## src/rtl/i2cm_pkg.sv

```systemverilog
// i2cm_pkg: shared types and constants for the i2c master bit sequencer
// used by i2cm_front, i2cm_queue, i2cm_back and the top level
`timescale 1ns / 1ps
`default_nettype none

package i2cm_pkg;

  localparam int BYTE_BITS = 8;
  localparam int BIT_W     = $clog2(BYTE_BITS);
  localparam int SUB_W     = 2;

  localparam logic [BIT_W-1:0] LAST_BIT = BIT_W'(BYTE_BITS - 1);

  localparam logic [2:0] OP_START = 3'd0;
  localparam logic [2:0] OP_STOP  = 3'd1;
  localparam logic [2:0] OP_WRITE = 3'd2;
  localparam logic [2:0] OP_READ  = 3'd3;
  localparam logic [2:0] OP_SACK  = 3'd4;
  localparam logic [2:0] OP_RACK  = 3'd5;

  typedef struct packed {
    logic [2:0]           op;
    logic [BYTE_BITS-1:0] data;
    logic                 scl_prev;
  } cmd_t;

endpackage

`default_nettype wire

```

## src/rtl/i2c_master_bit_sequencer.sv

```systemverilog
// i2c_master_bit_sequencer: top level, front end, command queue and phase back end
// depends on i2cm_pkg, i2cm_front, i2cm_queue, i2cm_back
//
// Each accepted command beat becomes a run of output beats, one per pin phase:
// start 4, stop 3, write 24, read 17, send ack 3, receive ack 3; opcodes 6 and 7
// are accepted and produce nothing. The back end emits one phase per cycle while
// a command is queued and out_ready is high, and its phase and bit counters step
// through the phases of the head command. A two-entry command queue lets the input
// side accept further commands while earlier ones are still playing out, and the
// first phase of a command reports the scl level left by the one before it.
`timescale 1ns / 1ps
`default_nettype none

module i2c_master_bit_sequencer (
  input  wire logic        clk,
  input  wire logic        rst,
  input  wire logic        in_valid,
  output logic             in_ready,
  input  wire logic [2:0]  opcode,
  input  wire logic [7:0]  write_data,
  input  wire logic        ack_out,
  input  wire logic [7:0]  slave_bits,
  input  wire logic        slave_ack,
  output logic             out_valid,
  input  wire logic        out_ready,
  output logic             scl_level,
  output logic             sda_level,
  output logic [7:0]       read_byte,
  output logic             ack_seen,
  output logic             last_phase
);

  logic           push;
  i2cm_pkg::cmd_t push_cmd;
  logic           q_full;
  logic           pop;
  logic           head_valid;
  i2cm_pkg::cmd_t head_cmd;

  i2cm_front u_front (
    .clk        (clk),
    .rst        (rst),
    .in_valid   (in_valid),
    .in_ready   (in_ready),
    .opcode     (opcode),
    .write_data (write_data),
    .ack_out    (ack_out),
    .slave_bits (slave_bits),
    .slave_ack  (slave_ack),
    .push       (push),
    .push_cmd   (push_cmd),
    .q_full     (q_full)
  );

  i2cm_queue u_queue (
    .clk        (clk),
    .rst        (rst),
    .push       (push),
    .push_cmd   (push_cmd),
    .full       (q_full),
    .pop        (pop),
    .head_valid (head_valid),
    .head_cmd   (head_cmd)
  );

  i2cm_back u_back (
    .clk        (clk),
    .rst        (rst),
    .head_valid (head_valid),
    .head_cmd   (head_cmd),
    .pop        (pop),
    .out_valid  (out_valid),
    .out_ready  (out_ready),
    .scl_level  (scl_level),
    .sda_level  (sda_level),
    .read_byte  (read_byte),
    .ack_seen   (ack_seen),
    .last_phase (last_phase)
  );

  // result fields stay clear away from the final phase
  a_fields_clear: assert property (@(posedge clk) disable iff (rst)
    out_valid && !last_phase |-> (read_byte == 8'd0) && !ack_seen)
    else $error("read_byte or ack_seen set before final phase");

  // only a stop ends with scl high, and it leaves sda released
  a_last_high: assert property (@(posedge clk) disable iff (rst)
    out_valid && last_phase && scl_level |-> sda_level)
    else $error("command ended with scl high and sda low");

  // nothing comes out in the cycle after reset
  a_reset_idle: assert property (@(posedge clk)
    !rst && $past(rst) |-> !out_valid)
    else $error("output beat right after reset");

endmodule

`default_nettype wire

```

## src/rtl/i2cm_front.sv

```systemverilog
// i2cm_front: takes command beats, drops unknown opcodes, packs queue entries
// tracks the scl level left behind by each command; depends on i2cm_pkg
`timescale 1ns / 1ps
`default_nettype none

module i2cm_front (
  input  wire logic                          clk,
  input  wire logic                          rst,
  input  wire logic                          in_valid,
  output logic                               in_ready,
  input  wire logic [2:0]                    opcode,
  input  wire logic [i2cm_pkg::BYTE_BITS-1:0] write_data,
  input  wire logic                          ack_out,
  input  wire logic [i2cm_pkg::BYTE_BITS-1:0] slave_bits,
  input  wire logic                          slave_ack,
  output logic                               push,
  output i2cm_pkg::cmd_t                     push_cmd,
  input  wire logic                          q_full
);

  logic scl_now;
  logic scl_now_next;
  logic known;
  logic take;

  assign in_ready = !q_full;
  assign take     = in_valid && in_ready;

  always_comb begin
    known         = 1'b1;
    push_cmd.op   = opcode;
    push_cmd.data = '0;
    push_cmd.scl_prev = scl_now;
    scl_now_next  = 1'b0;
    case (opcode)
      i2cm_pkg::OP_START: ;
      i2cm_pkg::OP_STOP:  scl_now_next = 1'b1;
      i2cm_pkg::OP_WRITE: push_cmd.data = write_data;
      i2cm_pkg::OP_READ:  push_cmd.data = slave_bits;
      i2cm_pkg::OP_SACK:  push_cmd.data = {{(i2cm_pkg::BYTE_BITS-1){1'b0}}, ack_out};
      i2cm_pkg::OP_RACK:  push_cmd.data = {{(i2cm_pkg::BYTE_BITS-1){1'b0}}, slave_ack};
      default: begin
        known        = 1'b0;
        scl_now_next = scl_now;
      end
    endcase
  end

  assign push = take && known;

  always_ff @(posedge clk) begin
    if (rst) begin
      scl_now <= 1'b1;
    end else if (push) begin
      scl_now <= scl_now_next;
    end
  end

endmodule

`default_nettype wire

```

## src/rtl/i2cm_queue.sv

```systemverilog
// i2cm_queue: two-entry command queue between front and back
// depends on i2cm_pkg for the entry type
`timescale 1ns / 1ps
`default_nettype none

module i2cm_queue (
  input  wire logic           clk,
  input  wire logic           rst,
  input  wire logic           push,
  input  wire i2cm_pkg::cmd_t push_cmd,
  output logic                full,
  input  wire logic           pop,
  output logic                head_valid,
  output i2cm_pkg::cmd_t      head_cmd
);

  i2cm_pkg::cmd_t slots [2];
  logic [1:0]     count;
  logic           wr_ptr;
  logic           rd_ptr;
  logic           do_pop;

  assign full       = (count == 2'd2);
  assign head_valid = (count != 2'd0);
  assign head_cmd   = slots[rd_ptr];
  assign do_pop     = pop && head_valid;

  always_ff @(posedge clk) begin
    if (push) begin
      slots[wr_ptr] <= push_cmd;
    end
  end

  always_ff @(posedge clk) begin
    if (rst) begin
      count  <= 2'd0;
      wr_ptr <= 1'b0;
      rd_ptr <= 1'b0;
    end else begin
      if (push) begin
        wr_ptr <= !wr_ptr;
      end
      if (do_pop) begin
        rd_ptr <= !rd_ptr;
      end
      if (push && !do_pop) begin
        count <= count + 2'd1;
      end else if (do_pop && !push) begin
        count <= count - 2'd1;
      end
    end
  end

endmodule

`default_nettype wire

```

## src/rtl/i2cm_back.sv

```systemverilog
// i2cm_back: steps through the pin phases of the queue head, one per beat
// holds the output register; depends on i2cm_pkg
`timescale 1ns / 1ps
`default_nettype none

module i2cm_back (
  input  wire logic                          clk,
  input  wire logic                          rst,
  input  wire logic                          head_valid,
  input  wire i2cm_pkg::cmd_t                head_cmd,
  output logic                               pop,
  output logic                               out_valid,
  input  wire logic                          out_ready,
  output logic                               scl_level,
  output logic                               sda_level,
  output logic [i2cm_pkg::BYTE_BITS-1:0]     read_byte,
  output logic                               ack_seen,
  output logic                               last_phase
);

  logic [i2cm_pkg::BIT_W-1:0] bitn;
  logic [i2cm_pkg::BIT_W-1:0] bitn_next;
  logic [i2cm_pkg::SUB_W-1:0] sub;
  logic [i2cm_pkg::SUB_W-1:0] sub_next;
  logic                       fire;
  logic                       last;
  logic                       cur_bit;
  logic                       scl_next;
  logic                       sda_next;
  logic [i2cm_pkg::BYTE_BITS-1:0] rbyte_next;
  logic                       ack_next;

  assign fire    = head_valid && (!out_valid || out_ready);
  assign pop     = fire && last;
  assign cur_bit = head_cmd.data[i2cm_pkg::LAST_BIT - bitn];

  always_comb begin
    last       = 1'b0;
    bitn_next  = bitn;
    sub_next   = sub + 2'd1;
    scl_next   = head_cmd.scl_prev;
    sda_next   = 1'b1;
    rbyte_next = '0;
    ack_next   = 1'b0;
    case (head_cmd.op)
      i2cm_pkg::OP_START: begin
        last     = (sub == 2'd3);
        scl_next = (sub == 2'd0) ? head_cmd.scl_prev : (sub != 2'd3);
        sda_next = (sub == 2'd0) || (sub == 2'd1);
      end
      i2cm_pkg::OP_STOP: begin
        last     = (sub == 2'd2);
        scl_next = (sub == 2'd0) ? head_cmd.scl_prev : 1'b1;
        sda_next = (sub == 2'd2);
      end
      i2cm_pkg::OP_WRITE: begin
        last     = (bitn == i2cm_pkg::LAST_BIT) && (sub == 2'd2);
        sda_next = cur_bit;
        if (sub == 2'd0) begin
          scl_next = (bitn == '0) ? head_cmd.scl_prev : 1'b0;
        end else begin
          scl_next = (sub == 2'd1);
        end
        if (sub == 2'd2) begin
          sub_next  = 2'd0;
          bitn_next = bitn + i2cm_pkg::BIT_W'(1);
        end
      end
      i2cm_pkg::OP_READ: begin
        last = (bitn == i2cm_pkg::LAST_BIT) && (sub == 2'd2);
        if (sub != 2'd0) begin
          scl_next = (sub == 2'd1);
          sda_next = cur_bit;
        end
        if (last) begin
          rbyte_next = head_cmd.data;
        end
        if (sub == 2'd2) begin
          sub_next  = 2'd1;
          bitn_next = bitn + i2cm_pkg::BIT_W'(1);
        end
      end
      i2cm_pkg::OP_SACK: begin
        last     = (sub == 2'd2);
        sda_next = head_cmd.data[0];
        if (sub != 2'd0) begin
          scl_next = (sub == 2'd1);
        end
      end
      i2cm_pkg::OP_RACK: begin
        last = (sub == 2'd2);
        if (sub != 2'd0) begin
          scl_next = (sub == 2'd1);
          sda_next = head_cmd.data[0];
        end
        ack_next = last && head_cmd.data[0];
      end
      default: begin
        last = 1'b1;
      end
    endcase
    if (last) begin
      sub_next  = '0;
      bitn_next = '0;
    end
  end

  always_ff @(posedge clk) begin
    if (rst) begin
      bitn      <= '0;
      sub       <= '0;
      out_valid <= 1'b0;
    end else begin
      if (fire) begin
        bitn      <= bitn_next;
        sub       <= sub_next;
        out_valid <= 1'b1;
      end else if (out_ready) begin
        out_valid <= 1'b0;
      end
    end
  end

  always_ff @(posedge clk) begin
    if (fire) begin
      scl_level  <= scl_next;
      sda_level  <= sda_next;
      read_byte  <= rbyte_next;
      ack_seen   <= ack_next;
      last_phase <= last;
    end
  end

endmodule

`default_nettype wire

```

## config.mk

```make
export PLATFORM = sky130hd
export DESIGN_NAME = i2c_master_bit_sequencer
export DESIGN_NICKNAME = d
export VERILOG_FILES = /design/src/rtl/i2cm_pkg.sv /design/src/rtl/i2c_master_bit_sequencer.sv /design/src/rtl/i2cm_front.sv /design/src/rtl/i2cm_queue.sv /design/src/rtl/i2cm_back.sv
export SDC_FILE = /design/constraint.sdc
export NUM_CORES = 1
export LEC_CHECK = 0
export ABC_CLOCK_PERIOD_IN_PS = 2500
export BUFFER_PORTS_ARGS = -buffer_cell sky130_fd_sc_hd__buf_4
export CAP_MARGIN = 20
export CORE_UTILIZATION = 35
export CTS_CLUSTER_DIAMETER = 200
export DETAILED_ROUTE_END_ITERATION = 6
export GPL_TIMING_DRIVEN = 0
export PLACE_DENSITY = 0.64
export SLEW_MARGIN = 30
export SYNTH_ARGS = -nofsm -noshare
export SYNTH_HDL_FRONTEND = slang
export SYNTH_SLANG_ARGS = --single-unit
```

## constraint.sdc

```tcl
create_clock -name clk -period 2.5 [get_ports clk]
set_clock_uncertainty 0.15 [all_clocks]
set_input_delay 0.25 -clock clk [delete_from_list [all_inputs] [get_ports clk]]
set_output_delay 0.25 -clock clk [all_outputs]
set_load 0.01 [all_outputs]
```

=== Word-level counts from Yosys, hierarchy flattened ===
Memory sizes are Yosys's and may differ from the RTL's. A register that Yosys moved wholly into a read port is not among the register bits.
Cells that the tools add are included.

* Add/sub/neg operators: 5
* $mul: 0
* Divide/modulo/power cells: 0
* Order comparisons: 1
* Equal/unequal tests: 16
* Shift operators: 0
* Multiplexer cells: 30
* Bitwise gates (word level): 0
* Reduce and logical (&&, ||, !) cells: 36

{| class="wikitable"
|+ Operator list
! kind !! count
|-
| $pmux W8 S4 || 1
|-
| $eq A3 B3 Y1 const B || 5
|-
| $mux W1 || 15
|-
| $reduce_bool A2 Y1 || 7
|-
| $eq A3 B2 Y1 const B || 4
|-
| $mux W2 || 5
|-
| $logic_and A1 B1 Y1 || 9
|-
| $logic_not A3 Y1 || 3
|-
| $mux W3 || 3
|-
| $eq A2 B2 Y1 const B || 3
|-
| $eq A3 B1 Y1 const B || 2
|-
| $logic_not A1 Y1 || 6
|-
| $pmux W1 S6 || 1
|-
| $reduce_or A3 Y1 || 2
|-
| $reduce_or A6 Y1 || 1
|-
| $reduce_or A5 Y1 || 1
|-
| $add A2 B1 Y2 const B || 2
|-
| $lt A3 B4 Y1 const B || 1
|-
| $pmux W1 S4 || 1
|-
| $pmux W2 S2 || 1
|-
| $reduce_and A2 Y1 || 2
|-
| $add A3 B1 Y3 const B || 1
|-
| $bmux W1 S3 || 1
|-
| $pmux W1 S3 || 1
|-
| 9 further kinds || 10
|}

* Bits in registers: 23
* Latch bits: 0
* RAM bits: 24
* Memory bits (read-only): 0
* Input bits: 25
* Output and inout port bits: 14
* Memories kept: 1

{| class="wikitable"
|+ Memory list
! memory !! words !! bits a word !! rd ports !! clocked after memory_dff !! write ports !! RTL line !! text
|-
| u_queue.slots || 2 || 12 || 1 || 1 || 1 || i2cm_queue.sv:17 || <nowiki>i2cm_pkg::cmd_t slots [2];</nowiki>
|}

=== Depth between registers and ports, before layout ===
* Word-level depth: 8
* Gate-level depth with buffers: 9

=== Hierarchy ===
A second synthesis with hierarchy kept.

* Cells, all modules: 193
* Area, all modules: 2393.5 um2

{| class="wikitable"
|+ Modules (own cells, without submodules)
! module !! instances !! cells each !! area an instance (um2)
|-
| i2cm_back || 1 || 101 || 1087.3
|-
| i2cm_queue || 1 || 59 || 1072.3
|-
| i2cm_front || 1 || 33 || 234.0
|}

=== Worst setup path before layout ===
Ideal clock, no wire load.

* Kind: register to register
* From: reg u_back.sub[0] (netlist name)
* To: reg u_queue.count[1]
* Setup time: 0.071 ns
* Data arrival time: 1.987 ns
* Required time: 2.279 ns
* Path slack: 0.292 ns
* Stages on the path, launching flop included: 9
* Path buffers: 0
* Period minus slack after synthesis: 2.208 ns
* Path through: dfxtp_1 -> inv_1 -> ha_1 -> nand2_1 -> or2_1 -> a41o_1 -> ha_1 -> or3_1 -> a21oi_1

* Cells in the longest elaborated chain, start to end: 8
* Elaborated cells between the ends (all ways): 11
* Those cells by class: 2 x eq/ne; 2 x mux; 7 x reduce/logical

{| class="wikitable"
|+ Ends and longest elaborated chain
! item !! RTL line !! text
|-
| start, declared || i2cm_back.sv:23 || <nowiki>logic [i2cm_pkg::SUB_W-1:0] sub;</nowiki>
|-
| start signal, assigned || i2cm_back.sv:116 || <nowiki>sub <= sub_next;</nowiki>
|-
| $eq A2 B2 Y1 || -- ||
|-
| $logic_and A1 B1 Y1 || i2cm_back.sv:57, i2cm_back.sv:70 ||
|-
| $pmux W1 S3 * || i2cm_back.sv:45 || <nowiki>case (head_cmd.op)</nowiki>
|-
| $logic_and A1 B1 Y1 * || i2cm_back.sv:34 || <nowiki>assign pop = fire && last;</nowiki>
|-
| $logic_and A1 B1 Y1 * || i2cm_queue.sv:26 || <nowiki>assign do_pop = pop && head_valid;</nowiki>
|-
| $logic_not A1 Y1 || i2cm_queue.sv:46 || <nowiki>if (push && !do_pop) begin</nowiki>
|-
| $logic_and A1 B1 Y1 || i2cm_queue.sv:46 ||
|-
| $mux W2 / $reduce_bool A2 Y1 (equally long branches) || -- ||
|-
| end signal, assigned || i2cm_queue.sv:47 || <nowiki>count <= count + 2'd1;</nowiki>
|-
| end signal, assigned || i2cm_queue.sv:49 || <nowiki>count <= count - 2'd1;</nowiki>
|-
| end, declared || i2cm_queue.sv:18 || <nowiki>logic [1:0] count;</nowiki>
|}

Every way passes the cells marked *; elsewhere a longest branch is shown, timed or not.
A chain may end at the register's enable or synchronous reset.

=== Final worst setup path ===
* From: reg u_back.bitn[2] (netlist name)
* To: reg u_queue.count[1]

* Cells in the longest elaborated chain, start to end: 8
* Elaborated cells between the ends (all ways): 10
* Those cells by class: 1 x eq/ne; 2 x mux; 7 x reduce/logical

{| class="wikitable"
|+ Ends and longest elaborated chain
! item !! RTL line !! text
|-
| start, declared || i2cm_back.sv:21 || <nowiki>logic [i2cm_pkg::BIT_W-1:0] bitn;</nowiki>
|-
| start signal, assigned || i2cm_back.sv:115 || <nowiki>bitn <= bitn_next;</nowiki>
|-
| $eq A3 B3 Y1 * || i2cm_back.sv:57, i2cm_back.sv:70 ||
|-
| $logic_and A1 B1 Y1 * || i2cm_back.sv:57, i2cm_back.sv:70 ||
|-
| $pmux W1 S3 * || i2cm_back.sv:45 ||
|-
| $logic_and A1 B1 Y1 * || i2cm_back.sv:34 ||
|-
| $logic_and A1 B1 Y1 * || i2cm_queue.sv:26 ||
|-
| $logic_not A1 Y1 || i2cm_queue.sv:46 ||
|-
| $logic_and A1 B1 Y1 || i2cm_queue.sv:46 ||
|-
| $mux W2 / $reduce_bool A2 Y1 (equally long branches) || -- ||
|}

Marks and branches as above.

==> metrics.md <==
| Metric | Value |
|---|---|
| Clock Sinks | 48 |
| Top-area cell type share of the netlist area | 46.0% |
| Post-Synthesis Cells | 202 |
| Die Ht | 84.0 µm |
| CP Max Fanout | 9 |
| DRT Pass-1 Iters | 6 |
| Tcrit/Tclk final | 94.3% |
| Routability cong. | 0.777 |
| CORE AREA | 0.00642 mm² |
| Seq/Total Area, Yosys | 56.2% |
| IO Port Bufs | 38 |
| Grt met2 use | 20.0% |
| Initial antenna violation count | 0 |
| Arr. time, crit path | 2.44 ns |
| I/O Pins | 39 |
| First-pass GRT wire length | 7230 µm |
| CTS H-Tree Depth | 2 |
| Dominant synthesized flop cell | edfxtp_1 |
| Setup TNS | 0 ns |
| Syn_nets | 237 |
| Placed wire-length estimate | 3150 µm |
| Cts bufs inserted | 5 |
| CTS clk-pin slew, worst paths | 0.09 ns |
| Post-layout min period | 2.36 ns |
| Number of global-route vias before repair | 1510 |
| Detailed Route WL | 4350 µm |
| P_leak | 1.13 nW |
| Fillers | 594 |
| Final setup vio count | 0 |
| Post CTS Setup Buffer Count | 0 |
| Vias/cell | 5.01 |
| Final Hold Vio Count | 0 |
| Yosys top cell by area | edfxtp_1 |
| Asr flop ratio synth | 0% |
| Via count | 1633 |
| CTS root buf | clkbuf_8 |
| Max rail drop VDD | 0.000364 V |
| Slew at the pin closest to its max-slew limit | 0.673 ns |
| Number of flops mapped to enable cells by yosys | 36 |
| Nets | 283 |
| Max-cap viol count | 0 |
| GR Overflow Total | 0 |
| CP endpoint kind | flop |
| FF+latch count, synth | 48 |
| M3 GR Usage | 2.67% |
| Antenna viol nets, final | 0 |
| CTS tree | yes |
| Multi-input gate area | 990 µm² |
| M1 GR Usage | 18.3% |
| Post-Place Cells | 317 |
| Layout cells sized above 1 | 23.7% |
| Largest net degree at the start of global routing | 17 |
| Initial Util | 36.6% |
| Global Route Usage Sum | 13.1% |
| Sequential Area | 0.00133 mm² |
| Worst slew margin relative to its limit | 54.7% |
| Crit path launch type | flop |
| Crit path kind | flop to flop |
| Synth-to-layout area growth | 23.5% |
| Clock buffer depth | 2 |
| DR DRC count | 6 |
| # diodes | 0 |
| Cell Count, Final, Fillers Out | 326 |
| Failing checks | design-rule violations |
| Post-Syn Area per Cell | 11.6 µm² |
| Fin. max-slew vios | 0 |
| Hold Crit Class | input pin to flop |
| Max Clk Rate | 424 MHz |
| Unrepaired setup endpoints after global routing | no |
| Critical path required time | 2.59 ns |
| Rows | 29 |
| Worst-Skew Late Latency | 0.31 ns |
| Synthesis Warnings | 0 |
| Outcome | complete, but fails checks |
| Post-layout util | 45.2% |
| Synth area leaders | edfxtp_1 (46%), dfxtp_1 (10%), mux2i_1 (8.1%) |
| Synthesized cell area | 0.00235 mm² |
| Routed len/inst | 13.3 µm |
| DIE AREA | 0.00705 mm² |
| Grt peak-use layer | met2 |
| Count of different cell masters after synthesis | 44 |
| PwrDens | 974 mW/mm² |
| 1st-iter DRT viols | 67 |
| Die Wd | 84.0 µm |
logic make-up after synthesis:
group                    count (synthesis)  share of synthesized area [%]
AO/OA/AOI/OAI                           34                           10.0
XOR/XNOR                                 5                           1.86
adder cells (fa/ha/maj)                 10                           5.32
buffers and inverters                   14                           2.55
flip-flops                              48                           56.2
multiplexers                            22                           9.63
AND/OR/NAND/NOR                         69                           14.5
flip-flops by register name, summed over array words and instances (netlist names), named ones only:
register           cells
u_back.sub             2
u_back.ack_seen        1
u_queue.wr_ptr         1
u_queue.count          2
u_back.last_phase      1
u_queue.slots         24
u_back.read_byte       8
u_queue.rd_ptr         1
u_back.scl_level       1
u_back.bitn            3
u_front.scl_now        1
u_back.out_valid       1
u_back.sda_level       1
metal layers:
metal	vias to the layer above	routed length, µm
li1	833	-
met1	756	2120
met2	38	2000
met3	6	163
met4	0	65
met5	-	0
stage by stage:
step	worst slack, ns	instance area (µm²)	hold slack (ns)	total power, W
3_3_place_gp	0.107	2730	0.291	0.00214
3_5_place_dp	0.0774	2740	0.304	0.00216
5_1_grt	0.0181	2910	0.0136	0.00301
4_1_cts	0.0576	2880	0.0138	0.00283
6_report	0.144	2910	0.0255	0.00283
2_1_floorplan	0.292	2350	0.199	0.00181
report_power, final:
part / internal, W / switching, W / total [W]
Sequential: 0.00111 / 0.000105 / 0.00122
Clock: 0.000403 / 0.000273 / 0.000676
Combinational: 0.000415 / 0.000521 / 0.000936
Total: 0.00193 / 0.000899 / 0.00283
worst max-delay path, stage by stage, from the launching register on:
cell	delay, ns
dfxtp_1	0.49
ha_1	0.24
nand2_1	0.08
or2_1	0.23
a41o_1	0.27
ha_1	0.32
or3_1	0.38
a21oi_1	0.14
synth_stat cells (2+ instances only):
cell type	number
inv_1	10
o22ai_1	2
o21ai_0	5
nor2b_1	3
nor2_1	29
nand2_1	8
nor3_1	4
a31oi_1	2
a21oi_1	7
nor3b_1	3
clkbuf_1	2
a22oi_1	2
xor2_1	4
nand2b_1	5
mux2i_1	19
ha_1	10
buf_4	2
nor4b_1	2
mux2_2	2
dfxtp_1	12
and3_1	2
nand3_1	5
or3_1	3
edfxtp_1	36
a21o_1	2
a22o_1	3
placed cells by master (no fill, tap or decap), types with 2 or more instances in the layout:
master / count
a21o_1: 2
a21oi_1: 7
a22o_1: 3
a22oi_1: 2
a31oi_1: 2
and3_1: 2
buf_4: 40
bufinv_16: 2
clkbuf_1: 2
clkbuf_8: 5
dfxtp_1: 8
dfxtp_2: 4
edfxtp_1: 36
ha_1: 9
inv_1: 9
mux2_2: 2
mux2i_1: 19
nand2_1: 8
nand2b_1: 5
nand3_1: 5
nor2_1: 28
nor2b_1: 3
nor3_1: 4
nor3b_1: 2
nor4b_1: 2
o21ai_0: 5
o22ai_1: 2
or3_1: 3
xor2_1: 4
cell type report:
class | count | area share (%)
Clock buffer | 5 | 2.37
Timing Repair Buffer | 39 | 10.2
Clock inverter | 3 | 2.37
Tap cell | 77 | 3.32
Inverter | 10 | 1.29
Sequential cell | 48 | 45.7
Buffer | 4 | 0.775
Multi-Input combinational cell | 140 | 34.1
path summary, 6_finish.rpt:
kind / to / slack (ns) / depth (start not counted) / start
hold / removal: u_queue.slots[1][11] / 0.03 / 1 / opcode[2]
setup / recovery: u_queue.count[1] / 0.14 / 7 / u_back.bitn[2]
hold reg to reg: u_queue.slots[0][0] / 0.32 / 0 / u_front.scl_now
setup reg to reg: u_queue.count[1] / 0.14 / 7 / u_back.bitn[2]
timing repair:
action | in CTS | in global routing
hold buffers | 1 | 0
hold endpoints to repair | 2 | 0
resized for setup | 0 | 8
setup endpoints to repair | 0 | 1
No activity file was read; power rests on OpenSTA's default activity.
